<file path="config.mk">
export PLATFORM = sky130hd
export DESIGN_NAME = timer_bank_up_down
export DESIGN_NICKNAME = d
export VERILOG_FILES = /design/src/tmb_pkg.sv /design/src/timer_bank_up_down.sv /design/src/tmb_cell.sv /design/src/tmb_update.sv
export SDC_FILE = /design/constraint.sdc
export NUM_CORES = 1
export LEC_CHECK = 0
export BUFFER_PORTS_ARGS = -buffer_cell sky130_fd_sc_hd__buf_2
export CORE_MARGIN = 5
export CORE_UTILIZATION = 41
export CTS_CLUSTER_SIZE = 24
export DETAILED_ROUTE_END_ITERATION = 8
export GPL_TIMING_DRIVEN = 0
export REMOVE_ABC_BUFFERS = 1
export SYNTH_ARGS = -nofsm -noshare
export SYNTH_HDL_FRONTEND = slang
export SYNTH_SLANG_ARGS = --single-unit
export TNS_END_PERCENT = 50
</file>
<file path="constraint.sdc">
create_clock -name clk -period 3 [get_ports clk]
set_input_delay 0.75 -clock clk [delete_from_list [all_inputs] [get_ports clk]]
set_output_delay 0.75 -clock clk [all_outputs]
set_load 0.05 [all_outputs]
</file>
<file path="src/tmb_pkg.sv">
// Shared types and constants for the timer bank.
// Entry record, per-entry update controls, opcodes and register layout.
// No dependencies.
`timescale 1ns / 1ps

package tmb_pkg;

  // Field widths fixed by the interface.
  localparam int VAL_W    = 16;
  localparam int IDX_IN_W = 4;
  localparam int OP_W     = 3;
  localparam int PERIOD_W = 8;

  // Width used to compare an entry position against the bank size (up to 256).
  localparam int CMP_W = 9;

  // Default bank size.
  localparam int NUM_TIMERS_DEF = 16;

  // Tick period after reset.
  localparam logic [PERIOD_W-1:0] PERIOD_RESET = 8'd1;

  // Opcodes.
  localparam logic [OP_W-1:0] OP_TICK       = 3'd0;
  localparam logic [OP_W-1:0] OP_START_UP   = 3'd1;
  localparam logic [OP_W-1:0] OP_START_DOWN = 3'd2;
  localparam logic [OP_W-1:0] OP_STOP_UP    = 3'd3;
  localparam logic [OP_W-1:0] OP_STOP_DOWN  = 3'd4;
  localparam logic [OP_W-1:0] OP_READ       = 3'd5;

  // Register index of the tick period (byte address 4 * index).
  localparam logic REG_TICK_PERIOD = 1'b0;

  // One timer entry.
  typedef struct packed {
    logic [VAL_W-1:0] value;
    logic             active;
    logic             down;
  } entry_t;

  // Controls handed from the sequencer to the update unit.
  typedef struct packed {
    logic [OP_W-1:0]     op;
    logic                hit;
    logic [VAL_W-1:0]    load;
    logic [PERIOD_W-1:0] period;
  } upd_ctrl_t;

endpackage

</file>
<file path="src/timer_bank_up_down.sv">
// Top level of the timer bank: APB register, sequencer and the ring of cells.
// Depends on tmb_pkg, tmb_cell and tmb_update.
`timescale 1ns / 1ps

// Usage:
// A transaction is issued by holding start high with opcode, timer_index and
// load_value; it is taken at the clock edge where start is high and busy is
// low. The entries sit in a ring of NUM_TIMERS cells that rotates one place
// per cycle while busy; the single update unit at the wrap point sees every
// entry once, so each transaction takes a full rotation of the ring.
// The result (timer_count, timer_active, counts_down) is shown for exactly
// one cycle with done high, once the rotation is complete.
// busy drops in that same cycle, so a new transaction can be taken while the
// result is on the ports.
// The receiver cannot stall; a result not taken in its cycle is gone.
// tick_period (ms) is set over APB at byte address 0 and reads back on
// prdata; the user must write it only while the bank is idle (unchecked).
// Synchronous reset stops every timer at zero counting up, sets the tick
// period to 1 and leaves the block idle; no clearing pass is needed.

module timer_bank_up_down #(
  parameter int NUM_TIMERS = tmb_pkg::NUM_TIMERS_DEF
) (
  input  logic                          clk,
  input  logic                          rst,
  // Command channel.
  input  logic                          start,
  output logic                          busy,
  input  logic [tmb_pkg::OP_W-1:0]      opcode,
  input  logic [tmb_pkg::IDX_IN_W-1:0]  timer_index,
  input  logic [tmb_pkg::VAL_W-1:0]     load_value,
  // Result channel.
  output logic                          done,
  output logic [tmb_pkg::VAL_W-1:0]     timer_count,
  output logic                          timer_active,
  output logic                          counts_down,
  // Register port.
  input  logic                          psel,
  input  logic                          penable,
  input  logic                          pwrite,
  input  logic [2:0]                    paddr,
  input  logic [31:0]                   pwdata,
  output logic [31:0]                   prdata,
  output logic                          pready
);

  localparam int IDX_W = (NUM_TIMERS > 1) ? $clog2(NUM_TIMERS) : 1;

  logic [tmb_pkg::PERIOD_W-1:0] tick_period;
  logic [IDX_W-1:0]             cnt;
  logic [tmb_pkg::OP_W-1:0]     op_q;
  logic [tmb_pkg::IDX_IN_W-1:0] idx_q;
  logic [tmb_pkg::VAL_W-1:0]    load_q;
  logic                         valid_q;
  tmb_pkg::entry_t              result;
  tmb_pkg::upd_ctrl_t           ctrl;
  tmb_pkg::entry_t              chain [NUM_TIMERS];
  tmb_pkg::entry_t              updated;
  logic                         reg_sel;

  assign pready  = 1'b1;
  assign reg_sel = (paddr[2] == tmb_pkg::REG_TICK_PERIOD);
  assign prdata  = reg_sel ? 32'(tick_period) : '0;

  // The tail cell holds the entry whose original position is cnt.
  assign ctrl.op     = op_q;
  assign ctrl.load   = load_q;
  assign ctrl.period = tick_period;
  assign ctrl.hit    = busy && valid_q &&
                       (tmb_pkg::CMP_W'(cnt) == tmb_pkg::CMP_W'(idx_q));

  tmb_update u_update (
    .ctrl      (ctrl),
    .entry_in  (chain[NUM_TIMERS-1]),
    .entry_out (updated)
  );

  // Ring of cells: cell 0 takes the updated tail entry, the rest their neighbor.
  for (genvar i = 0; i < NUM_TIMERS; i++) begin : g_cell
    if (i == 0) begin : g_head
      tmb_cell u_cell (
        .clk       (clk),
        .rst       (rst),
        .shift     (busy),
        .entry_in  (updated),
        .entry_out (chain[i])
      );
    end else begin : g_body
      tmb_cell u_cell (
        .clk       (clk),
        .rst       (rst),
        .shift     (busy),
        .entry_in  (chain[i-1]),
        .entry_out (chain[i])
      );
    end
  end

  // Sequencer and register file.
  always_ff @(posedge clk) begin
    if (rst) begin
      busy        <= 1'b0;
      done        <= 1'b0;
      cnt         <= '0;
      tick_period <= tmb_pkg::PERIOD_RESET;
    end else begin
      done <= 1'b0;
      if (psel && penable && pwrite && reg_sel) begin
        tick_period <= pwdata[tmb_pkg::PERIOD_W-1:0];
      end
      if (start && !busy) begin
        busy <= 1'b1;
        cnt  <= IDX_W'(NUM_TIMERS - 1);
      end else if (busy) begin
        if (cnt == '0) begin
          busy <= 1'b0;
          done <= 1'b1;
        end else begin
          cnt <= cnt - 1'b1;
        end
      end
    end
  end

  // Transaction payload and captured result.
  always_ff @(posedge clk) begin
    if (start && !busy) begin
      op_q    <= opcode;
      idx_q   <= timer_index;
      load_q  <= load_value;
      valid_q <= tmb_pkg::CMP_W'(timer_index) < tmb_pkg::CMP_W'(NUM_TIMERS);
      result  <= '0;
    end else if (ctrl.hit) begin
      result <= updated;
    end
  end

  assign timer_count  = result.value;
  assign timer_active = result.active;
  assign counts_down  = result.down;

endmodule

</file>
<file path="src/tmb_cell.sv">
// One storage cell of the timer ring: holds a single timer entry.
// Takes its neighbor's entry on every shift cycle. Depends on tmb_pkg.
`timescale 1ns / 1ps

module tmb_cell (
  input  logic           clk,
  input  logic           rst,
  input  logic           shift,
  input  tmb_pkg::entry_t entry_in,
  output tmb_pkg::entry_t entry_out
);

  tmb_pkg::entry_t entry;

  // Entry register; reset leaves the timer stopped at zero, counting up.
  always_ff @(posedge clk) begin
    if (rst) begin
      entry <= '0;
    end else if (shift) begin
      entry <= entry_in;
    end
  end

  assign entry_out = entry;

endmodule

</file>
<file path="src/tmb_update.sv">
// Update unit at the wrap point of the timer ring.
// Applies a tick to every passing entry or a command to the addressed one.
// Depends on tmb_pkg.
`timescale 1ns / 1ps

module tmb_update (
  input  tmb_pkg::upd_ctrl_t ctrl,
  input  tmb_pkg::entry_t    entry_in,
  output tmb_pkg::entry_t    entry_out
);

  logic [tmb_pkg::VAL_W-1:0] step;

  assign step = tmb_pkg::VAL_W'(ctrl.period);

  always_comb begin
    entry_out = entry_in;
    if (ctrl.op == tmb_pkg::OP_TICK) begin
      // A tick moves every running timer: up wraps, down stops at zero.
      if (entry_in.active) begin
        if (entry_in.down) begin
          if (entry_in.value >= step) begin
            entry_out.value = entry_in.value - step;
          end else begin
            entry_out.value = '0;
          end
        end else begin
          entry_out.value = entry_in.value + step;
        end
      end
    end else if (ctrl.hit) begin
      // Commands touch only the addressed entry; unused codes act as a read.
      unique case (ctrl.op)
        tmb_pkg::OP_START_UP: begin
          entry_out.value  = '0;
          entry_out.active = 1'b1;
          entry_out.down   = 1'b0;
        end
        tmb_pkg::OP_START_DOWN: begin
          entry_out.value  = ctrl.load;
          entry_out.active = 1'b1;
          entry_out.down   = 1'b1;
        end
        tmb_pkg::OP_STOP_UP: begin
          entry_out.value  = '0;
          entry_out.active = 1'b0;
          entry_out.down   = 1'b0;
        end
        tmb_pkg::OP_STOP_DOWN: begin
          entry_out.value  = tmb_pkg::VAL_W'(1);
          entry_out.active = 1'b0;
          entry_out.down   = 1'b1;
        end
        default: begin
          entry_out = entry_in;
        end
      endcase
    end
  end

endmodule
</file>
[Word-level counts from Yosys, hierarchy flattened]
Cells that the tools add are included.
Storage, ports and cells
  input port bits: 64
  word-level logic and storage cells: 96
  register bits after elaboration: 343
  output and inout bits: 53
Cells by class
  reduce and logical (&&, ||, !) cells: 11
  equal/unequal tests: 6
  $lt $le $gt $ge: 1
  muxes and demuxes: 15
  bitwise logic cells: 2
  $add $sub $neg: 3
Operators by type and width (count)
  18-bit case mux with 4 select lines: 1
  16-bit 2-to-1 mux: 4
  18-bit 2-to-1 mux: 1
  16-bit by 8-bit adder with 16-bit output: 1
  16-bit by 8-bit >= comparator with 1-bit output: 1
  16-bit by 8-bit subtractor with 16-bit output: 1
  4-bit 2-to-1 mux: 3
  8-bit 2-to-1 mux: 1
  3-bit by 2-bit equality test with 1-bit output, second input constant: 2
  1-bit logical AND: 5
  4-bit equality test: 1
  4-bit logical NOT: 1
  1-bit 2-to-1 mux: 4
  4-bit by 1-bit subtractor with 4-bit output, second input constant: 1
  3-bit by 1-bit equality test with 1-bit output, second input constant: 1
  3-bit equality test, second input constant: 1
  3-bit logical NOT: 1
  3-bit OR reduction: 1
  2-bit 2-to-1 mux: 1
  2-bit != test, second input constant: 1
  1-bit NOT: 2
  2-bit AND reduction: 1
  2-bit nonzero test: 1
  1-bit logical NOT: 1

[Logic depth before layout (Yosys ltp)]
Gate-level depths: netlist of the first run.
  word-level depth: 5
  depth in mapped cells: 11
  mapped depth without buffers: 10

[Cells and area by module]
From an unflattened synthesis of the first run, not the netlist that was laid out.
Unflattened totals
  cell total of the unflattened synthesis: 1406
  area total of the unflattened synthesis: 14367.5 µm²
Modules (own cells, without submodules)
  tmb_cell: times used 16, cells an instance 58, area an instance 649.4 µm², sequential area each 360.3 µm²
  timer_bank_up_down: times used 1, cells an instance 209, area an instance 2233.4 µm², sequential area each 1331.3 µm²
  tmb_update: times used 1, cells an instance 269, area an instance 1744.2 µm², sequential area each 0.0 µm²

[Least setup slack after synthesis of the first run]
OpenSTA, ideal clock, no wires.
  path kind: register -> register
  start point: reg g_cell[15].g_body.u_cell.entry (netlist bit g_cell[15].g_body.u_cell.entry_out[2])
  end point: reg g_cell[0].g_head.u_cell.entry (netlist bit g_cell[0].g_head.u_cell.entry_out[12])
  clock period less this slack: 2587 ps
  data required time: 2858 ps
  path buffers: 0
  library setup time: 142 ps
  path slack: 413 ps
  arrival time: 2445 ps
  cell stages (with the launch flop): 11
  cells stage by stage: dfxtp_1 ha_1 inv_1 fa_1 o21bai_1 a2111oi_0 o41ai_2 nand3_1 mux2i_1 a2111oi_0 a211oi_1
On the way
  longest elaborated chain between the ends: 5
  elaborated cells between the ends (all ways): 7
  classes of those cells: add/sub: 2; order compare: 1; mux: 4
Ends and longest elaborated chain
  start, declared: line tmb_cell.sv:13  | tmb_pkg::entry_t entry;
  start signal, assigned: line tmb_cell.sv:20  | entry <= entry_in;
  16-bit by 8-bit subtractor with 16-bit output or 16-bit by 8-bit >= comparator with 1-bit output (tied branches): line tmb_update.sv:23, tmb_update.sv:22
  16-bit 2-to-1 mux: line tmb_update.sv:22  | if (entry_in.value >= step) begin
  16-bit 2-to-1 mux *: line tmb_update.sv:21  | if (entry_in.down) begin
  16-bit 2-to-1 mux *: line tmb_update.sv:20  | if (entry_in.active) begin
  16-bit 2-to-1 mux *: line tmb_update.sv:18  | if (ctrl.op == tmb_pkg::OP_TICK) begin
  end signal, assigned: line tmb_cell.sv:20
  end, declared: line tmb_cell.sv:13
Mark *: on every way between the ends. The rest lies on a longest branch, timed or not.
A chain may end at the register's enable or synchronous reset.

[Final worst setup path of the first run]
  start point: reg tick_period[6] (netlist bit)
  end point: reg g_cell[0].g_head.u_cell.entry (netlist bit g_cell[0].g_head.u_cell.entry_out[15])
On the way
  longest elaborated chain between the ends: 5
  elaborated cells between the ends (all ways): 7
  classes of those cells: add/sub: 2; order compare: 1; mux: 4
Ends and longest elaborated chain
  start, declared: line timer_bank_up_down.sv:49  | logic [tmb_pkg::PERIOD_W-1:0] tick_period;
  start signal, assigned: line timer_bank_up_down.sv:105  | tick_period <= tmb_pkg::PERIOD_RESET;
  start signal, assigned: line timer_bank_up_down.sv:109  | tick_period <= pwdata[tmb_pkg::PERIOD_W-1:0];
  16-bit by 8-bit subtractor with 16-bit output or 16-bit by 8-bit >= comparator with 1-bit output (tied branches): line tmb_update.sv:23, tmb_update.sv:22
  16-bit 2-to-1 mux: line tmb_update.sv:22
  16-bit 2-to-1 mux *: line tmb_update.sv:21
  16-bit 2-to-1 mux *: line tmb_update.sv:20
  16-bit 2-to-1 mux *: line tmb_update.sv:18
Marks and branches as above.

==> results of run 1 <==
==> stage by stage <==
stage	cell area (sq um)	setup WS [ps]	setup TNS [ps]	total power, mW
floorplan	13510	-9913	-2592080	5.667
global placement	14390	-13710	-3476660	5.948
detailed placement	14620	-648.1	-3604	5.546
CTS	15970	15.32	0	10.06
global route	16060	-12.14	-12.14	10.32
finish	16060	91.93	0	9.900
==> cells in the mapped netlist (all sizes together) (6+ instances only) <==
master  count
ha         17
nand2      50
nor2b       8
o22ai       7
buf        46
nand4       6
a21oi      41
o21ai      31
o31ai       7
o21a        6
or3         6
xor2        7
dfxtp     320
nand2b     15
edfxtp     23
nor2      318
a211oi      7
mux2i     274
nor3       13
inv        24
nand3      23
clkbuf     81
xnor2      11
o211ai      6
==> power by group through the flow <==
stage	Sequential, mW	Clock [mW]	Combinational, mW
2_1_floorplan	4.95	0	0.719
3_3_place_gp	4.97	0	0.974
3_5_place_dp	4.83	0	0.714
4_1_cts	4.71	4.57	0.775
5_1_grt	4.72	4.77	0.830
6_report	4.71	4.41	0.774
==> sequential cells by signal, summed over array words and instances, names as in the netlist, 3 cells and up <==
register	cells
op_q	3
timer_count	16
g_cell.g_head.u_cell.entry_out	18
idx_q	4
tick_period	8
g_cell.g_body.u_cell.entry_out	270
cnt	4
load_q	16
==> worst max path at each step <==
stage	start	end	slack, ps	cells after the start
global route	tick_period[2]	g_cell[0].g_head.u_cell.entry_out[16]	-10	9
CTS	tick_period[4]	g_cell[0].g_head.u_cell.entry_out[16]	20	11
finish	tick_period[6]	g_cell[0].g_head.u_cell.entry_out[15]	90	9
floorplan	busy	cnt[3]	-9910	3
global placement	busy	g_cell[0].g_head.u_cell.entry_out[16]	-13710	6
detailed placement	op_q[0]	g_cell[0].g_head.u_cell.entry_out[12]	-650	6
==> per-layer routing <==
metal	up-vias	global-route usage
met2	148	0.2361
met4	0	0.03750
met3	46	0.02684
met1	4489	0.2096
met5	-	0
li1	4901	-
==> logic make-up after synthesis <==
| logic type | share of synthesized area |
|---|---|
| buffers and inverters | 0.04798 |
| adder cells (fa/ha/maj) | 0.01805 |
| AO/OA/AOI/OAI | 0.07595 |
| flip-flops | 0.5068 |
| XOR/XNOR | 0.01126 |
| AND/OR/NAND/NOR | 0.1427 |
| multiplexers | 0.1967 |
| other | 0.0005363 |
==> worst max-delay path, cell delays in order (launching register included) <==
cell      delay (ps)
dfxtp_1          360
inv_1             90
ha_1             430
o21ai_0          280
nor2_2           120
or3b_1           530
o21ai_4          330
nor2_1            90
a221oi_2         390
a211oi_1         130
==> area by class of cell <==
| cell class | instances | area (sq um) | share of cell area |
|---|---|---|---|
| Timing Repair Buffer | 84 | 685.7 | 0.04270 |
| Clock buffer | 57 | 1084 | 0.06747 |
| Tap cell | 448 | 560.5 | 0.03490 |
| Inverter | 24 | 90.09 | 0.005610 |
| Sequential cell | 343 | 7103 | 0.4423 |
| Multi-Input combinational cell | 959 | 6422 | 0.3999 |
| Clock inverter | 11 | 113.9 | 0.007090 |
==> what timing repair did <==
| item | in CTS | in global routing |
|---|---|---|
| gates resized for setup | 8 | 16 |
| cloned | 2 | 0 |
| pin swaps | 2 | 4 |
| setup buffers | 5 | 3 |
| hold buffers | 0 | 0 |
| endpoints found under the setup margin | 35 | 21 |
==> summary.md, run 1 <==
| Metric | Value |
|---|---|
| Status | `complete, no violations` |
| Gr usage total | `0.1482` |
| Share of cells above drive strength 1 | `0.1171` |
| Crit path launch type | `flip-flop` |
| Hpwl dp | `18270 microns` |
| Sw Pwr | `2.273 mW` |
| DR vias/cell | `4.976` |
| Diode count | `0` |
| R2r endpoint | `g_cell[0].g_head.u_cell.entry_out[15]` |
| Worst-skew pair later-pin latency | `510 ps` |
| Min cycle time layout | `2908 ps` |
| Max-cap viol count | `0` |
| I/O pin cnt | `117` |
| Post-synth ARST share | `0` |
| Synth-to-layout area growth | `14.69%` |
| CP arrival | `3270 ps` |
| Worst setup EP type | `flip-flop` |
| Pre-antenna DRT Iters | `4` |
| Max frequency | `343.9 MHz` |
| Largest cells by area after synthesis | `dfxtp_1 (46%), mux2i_1 (20%), nor2_1 (8.5%)` |
| Commonest non-fill, non-tap cells in the layout | `dfxtp_1 (317), nor2_1 (314), mux2i_1 (274)` |
| Die X | `194.8 microns` |
| Hold Path Cell Cnt | `1` |
| Synth warn | `0` |
| Initial core utilization | `0.4165` |
| Post-Place Cells | `1848` |
| FF-to-FF Start | `tick_period[6]` |
| Placer Congestion | `0.8622` |
| Fin. Hold Viols | `0` |
| RSZ-0062 raised after global routing | `true` |
| Hold Slack | `409.9 ps` |
| HP Class | `in -> reg` |
| Combinational share of power | `0.078` |
| Reg-to-reg setup timing slack | `90 ps` |
| Wire per inst | `14.95 microns` |
| CP Data Required Time | `3360 ps` |
| M1 wire length | `14050 microns` |
| Max Slew Vio Count | `0` |
| Leading area contributor after synthesis | `dfxtp_1` |
| Root buffer cell | `clkbuf_16` |
| Post-Synthesis Cells | `1430` |
| First-pass GRT wire length | `47600 microns` |
| Routed length on met2 | `12940 microns` |
| Met3 wire len | `1253 microns` |
| Core Area | `0.03362 sq mm` |
| Post-synth top flop | `dfxtp_1` |
| WHS Endpoint | `op_q[0]` |
| Slew @ Worst Pin | `1107 ps` |
| DRC | `0` |
| Clock sinks | `343` |
| Global route overflow | `0` |
| Netlist cell types | `71` |
| Synthesized area | `0.01400 sq mm` |
| WL final | `28790 microns` |
| I/O Buffers | `65` |
| EDFF count, synth | `23` |
| Synth Register Bits | `343` |
| Internal power | `7.627 mW` |
| Antenna viol nets, final | `0` |
| Total number of vias | `9584` |
| Largest net degree at the start of global routing | `164` |
| Final core occ | `0.4777` |
| Die H | `194.8 microns` |
| DRT iter0 DRCs | `556` |
| Crit share post-route | `0.9694` |
| Crit path max fanout | `10` |
| Sw Ratio | `0.2296` |
| Commonest non-fill, non-tap cell in the layout | `dfxtp_1` |
| FF-to-FF path depth | `9` |
| DIE AREA | `0.03795 sq mm` |
| WS Path Type | `reg -> reg` |
| Clk pwr share | `0.446` |
| Clock buffers created by TritonCTS | `37` |
| Highest metal used | `met4` |
| CTS max path bufs | `3` |
| FILL cells | `3159` |
| Clock transition at the registers of the reported paths | `60 ps` |
| Setup Skew | `18.37 ps` |
| Initial antenna violation count | `0` |
| Leakage | `6.204 nW` |
| PwrDens | `616.5 mW/mm^2` |
| CTS tree | `done` |
| Seq pwr share | `0.476` |
| Nets | `1532` |
| Rows | `67` |
| H-tree levels | `2` |
| Top cell type's share of synthesized area | `0.4575` |
| Vias in the first global route | `9242` |
| Final setup violation count | `0` |
| Headroom to the max-slew limit | `0.2611` |
| Fin cells | `1926` |
| Syn avg cell area | `9.792 sq um` |
| Worst vdd ir | `508.0 uV` |
| Sequential-to-total area share from yosys stat | `0.5068` |
| Hold Crit Start | `opcode[0]` |
(Power assumes the default switching activity.)
==> inputs of run 2 (changes only) <==
--- a/config.mk
+++ b/config.mk
@@ -7,10 +7,11 @@
 export LEC_CHECK = 0
 export BUFFER_PORTS_ARGS = -buffer_cell sky130_fd_sc_hd__buf_2
 export CORE_MARGIN = 5
-export CORE_UTILIZATION = 41
+export CORE_UTILIZATION = 51
 export CTS_CLUSTER_SIZE = 24
 export DETAILED_ROUTE_END_ITERATION = 8
 export GPL_TIMING_DRIVEN = 0
+export PLACE_DENSITY = 0.7
 export REMOVE_ABC_BUFFERS = 1
 export SYNTH_ARGS = -nofsm -noshare
 export SYNTH_HDL_FRONTEND = slang
==> constraint.sdc (replaced) <==
create_clock -name clk -period 3 [get_ports clk]
set_input_delay 0.6 -clock clk [delete_from_list [all_inputs] [get_ports clk]]
set_output_delay 0.6 -clock clk [all_outputs]
set_load 0.05 [all_outputs]
==> run 2 against run 1 <==
  * Core utilization grew 11 points
  * Flip-flop and latch count unchanged
  * Fmax is 1.2% higher
  * Setup slack improved by 35 ps
  * Combinational power decreased by 5.7%
  * Worst hold slack lost 150 ps
  * Non-clock buffer count is 5 lower
  * First-iteration DRC count is 24% higher
  * Critical path depth decreased by 3
  * Global-route usage is 2.4 points higher
  * Power down 2.1%
  * Largest cell class unchanged
  * Largest power group unchanged
==> summary.md, run 2 (synthesis gave the netlist of run 1 again) <==
| Metric | Value |
|---|---|
| Total number of vias | `9734` |
| Clock buffers created by TritonCTS | `36` |
| Worst setup EP type | `flip-flop` |
| Hold Path Cell Cnt | `1` |
| Commonest non-fill, non-tap cells in the layout | `dfxtp_1 (318), nor2_1 (314), mux2i_1 (274)` |
| Setup Skew | `15.73 ps` |
| Final instance area | `0.01576 sq mm` |
| Final worst slack | `127.2 ps` |
| Pre-antenna DRT Iters | `5` |
| Combinational share of power | `0.075` |
| Vias in the first global route | `9065` |
| Post-Place Cells | `1740` |
| CP Data Required Time | `3370 ps` |
| I/O pin cnt | `117` |
| Crit path launch type | `flip-flop` |
| Placer Congestion | `0.8663` |
| Crit path max fanout | `15` |
| I/O Buffers | `65` |
| Max Slew Vio Count | `0` |
| FF-to-FF path depth | `6` |
| DR vias/cell | `5.378` |
| Max FFs per register | `270` |
| WL final | `27530 microns` |
| Internal power | `7.462 mW` |
| Fin. Hold Viols | `0` |
| PwrDens | `615.2 mW/mm^2` |
| WS Path Type | `reg -> reg` |
| Worst vdd ir | `478.0 uV` |
| Root buffer cell | `clkbuf_16` |
| Die X | `175.7 microns` |
| Min cycle time layout | `2873 ps` |
| Sw Pwr | `2.232 mW` |
| RSZ-0062 raised after global routing | `false` |
| Crit share post-route | `0.9576` |
| Max-cap viol count | `0` |
| Clock transition at the registers of the reported paths | `60 ps` |
| DRC | `0` |
| DRT iter0 DRCs | `691` |
| Hpwl dp | `17630 microns` |
| Dpl ws | `-542.1 ps` |
| DIE AREA | `0.03087 sq mm` |
| Sw Ratio | `0.2302` |
| Slew @ Worst Pin | `1098 ps` |
| Headroom to the max-slew limit | `0.2670` |
| CP arrival | `3240 ps` |
| Leakage | `6.128 nW` |
| Initial core utilization | `0.5181` |
| Seq pwr share | `0.487` |
| Core Area | `0.02703 sq mm` |
| Initial antenna violation count | `0` |
| Nets | `1526` |
| H-tree levels | `2` |
| Die H | `175.7 microns` |
| Placed inst area | `0.01447 sq mm` |
| Wire per inst | `15.21 microns` |
| Fin cells | `1810` |
| Global route overflow | `0` |
| Gr usage total | `0.1726` |
| Final setup violation count | `0` |
| HP Class | `in -> reg` |
| Clock sinks | `343` |
| First-pass GRT wire length | `44970 microns` |
| CTS max path bufs | `3` |
| Synth-to-layout area growth | `12.54%` |
| Clk pwr share | `0.438` |
| Rows | `60` |
| Diode count | `0` |
| Commonest non-fill, non-tap cell in the layout | `dfxtp_1` |
| Max frequency | `348.1 MHz` |
| Share of cells above drive strength 1 | `0.1137` |
| Setup TNS | `0 ps` |
| Worst-skew pair later-pin latency | `520 ps` |
| Status | `complete, no violations` |
| CTS tree | `done` |
| Antenna viol nets, final | `0` |
| Largest net degree at the start of global routing | `160` |
| CTS Hold Bufs | `0` |
run 2: cell count changes in the layout (fill, tap and decap cells not counted), sizes merged:
cell,delta
bufbuf,-2
clkbuf,-4
bufinv,-1
buf,-3
clkinv,+1
run 2: power by group through the flow:
stage	registers (mW)	logic [mW]	clock network (mW)
global placement	4.97	0.961	0
finish	4.72	0.730	4.24
floorplan	4.95	0.719	0
detailed placement	4.83	0.704	0
CTS	4.72	0.727	4.36
global route	4.72	0.780	4.55
run 2: worst paths after layout:
kind                                                       startpoint                               endpoint  slack, ps
worst max-delay path                                          op_q[0]  g_cell[0].g_head.u_cell.entry_out[12]        130
worst min register to register  g_cell[0].g_head.u_cell.entry_out[10]  g_cell[0].g_head.u_cell.entry_out[10]        470
worst max register to register                                op_q[0]  g_cell[0].g_head.u_cell.entry_out[12]        130
worst min-delay path                                   timer_index[0]                               idx_q[0]        260
run 2: timing repair:
action	in CTS	in global routing
cloned	0	0
pin swaps	2	1
resized for setup	5	15
setup endpoints to repair	32	23
buffers inserted	4	2
run 2: critical path: stages, from the launching register on:
cell and delay (ps):
edfxtp_1 550, or3_1 660, nor2_2 550, o21ai_0 220
and3_1 260, a2111oi_4 350, a211oi_1 120
run 2: area by class of cell:
class / count / area [sq um]
fill: 2309 / 11270
multi-input combinational: 959 / 6420
inverter: 24 / 90.09
clock buffer: 53 / 1056
timing repair buffer: 79 / 573.1
clock inverter: 11 / 90.09
sequential: 343 / 7102
tap: 341 / 426.7
run 2: per-layer routing:
| layer | vias to the layer above | part of all wire | global-route usage |
|---|---|---|---|
| met5 | - | 0 | 0 |
| li1 | 4892 | - | - |
| met1 | 4581 | 0.48 | 0.2427 |
| met4 | 0 | 0.019 | 0.04581 |
| met3 | 42 | 0.051 | 0.03358 |
| met2 | 219 | 0.45 | 0.2743 |
run 2: through the flow:
stage	hold WS (ps)	util	power, mW
2_1_floorplan	439.7	-	5.667
3_3_place_gp	462.0	0.5276	5.931
3_5_place_dp	463.0	0.5353	5.537
4_1_cts	241.8	0.5800	9.801
5_1_grt	244.6	0.5831	10.05
6_report	255.8	0.5831	9.694
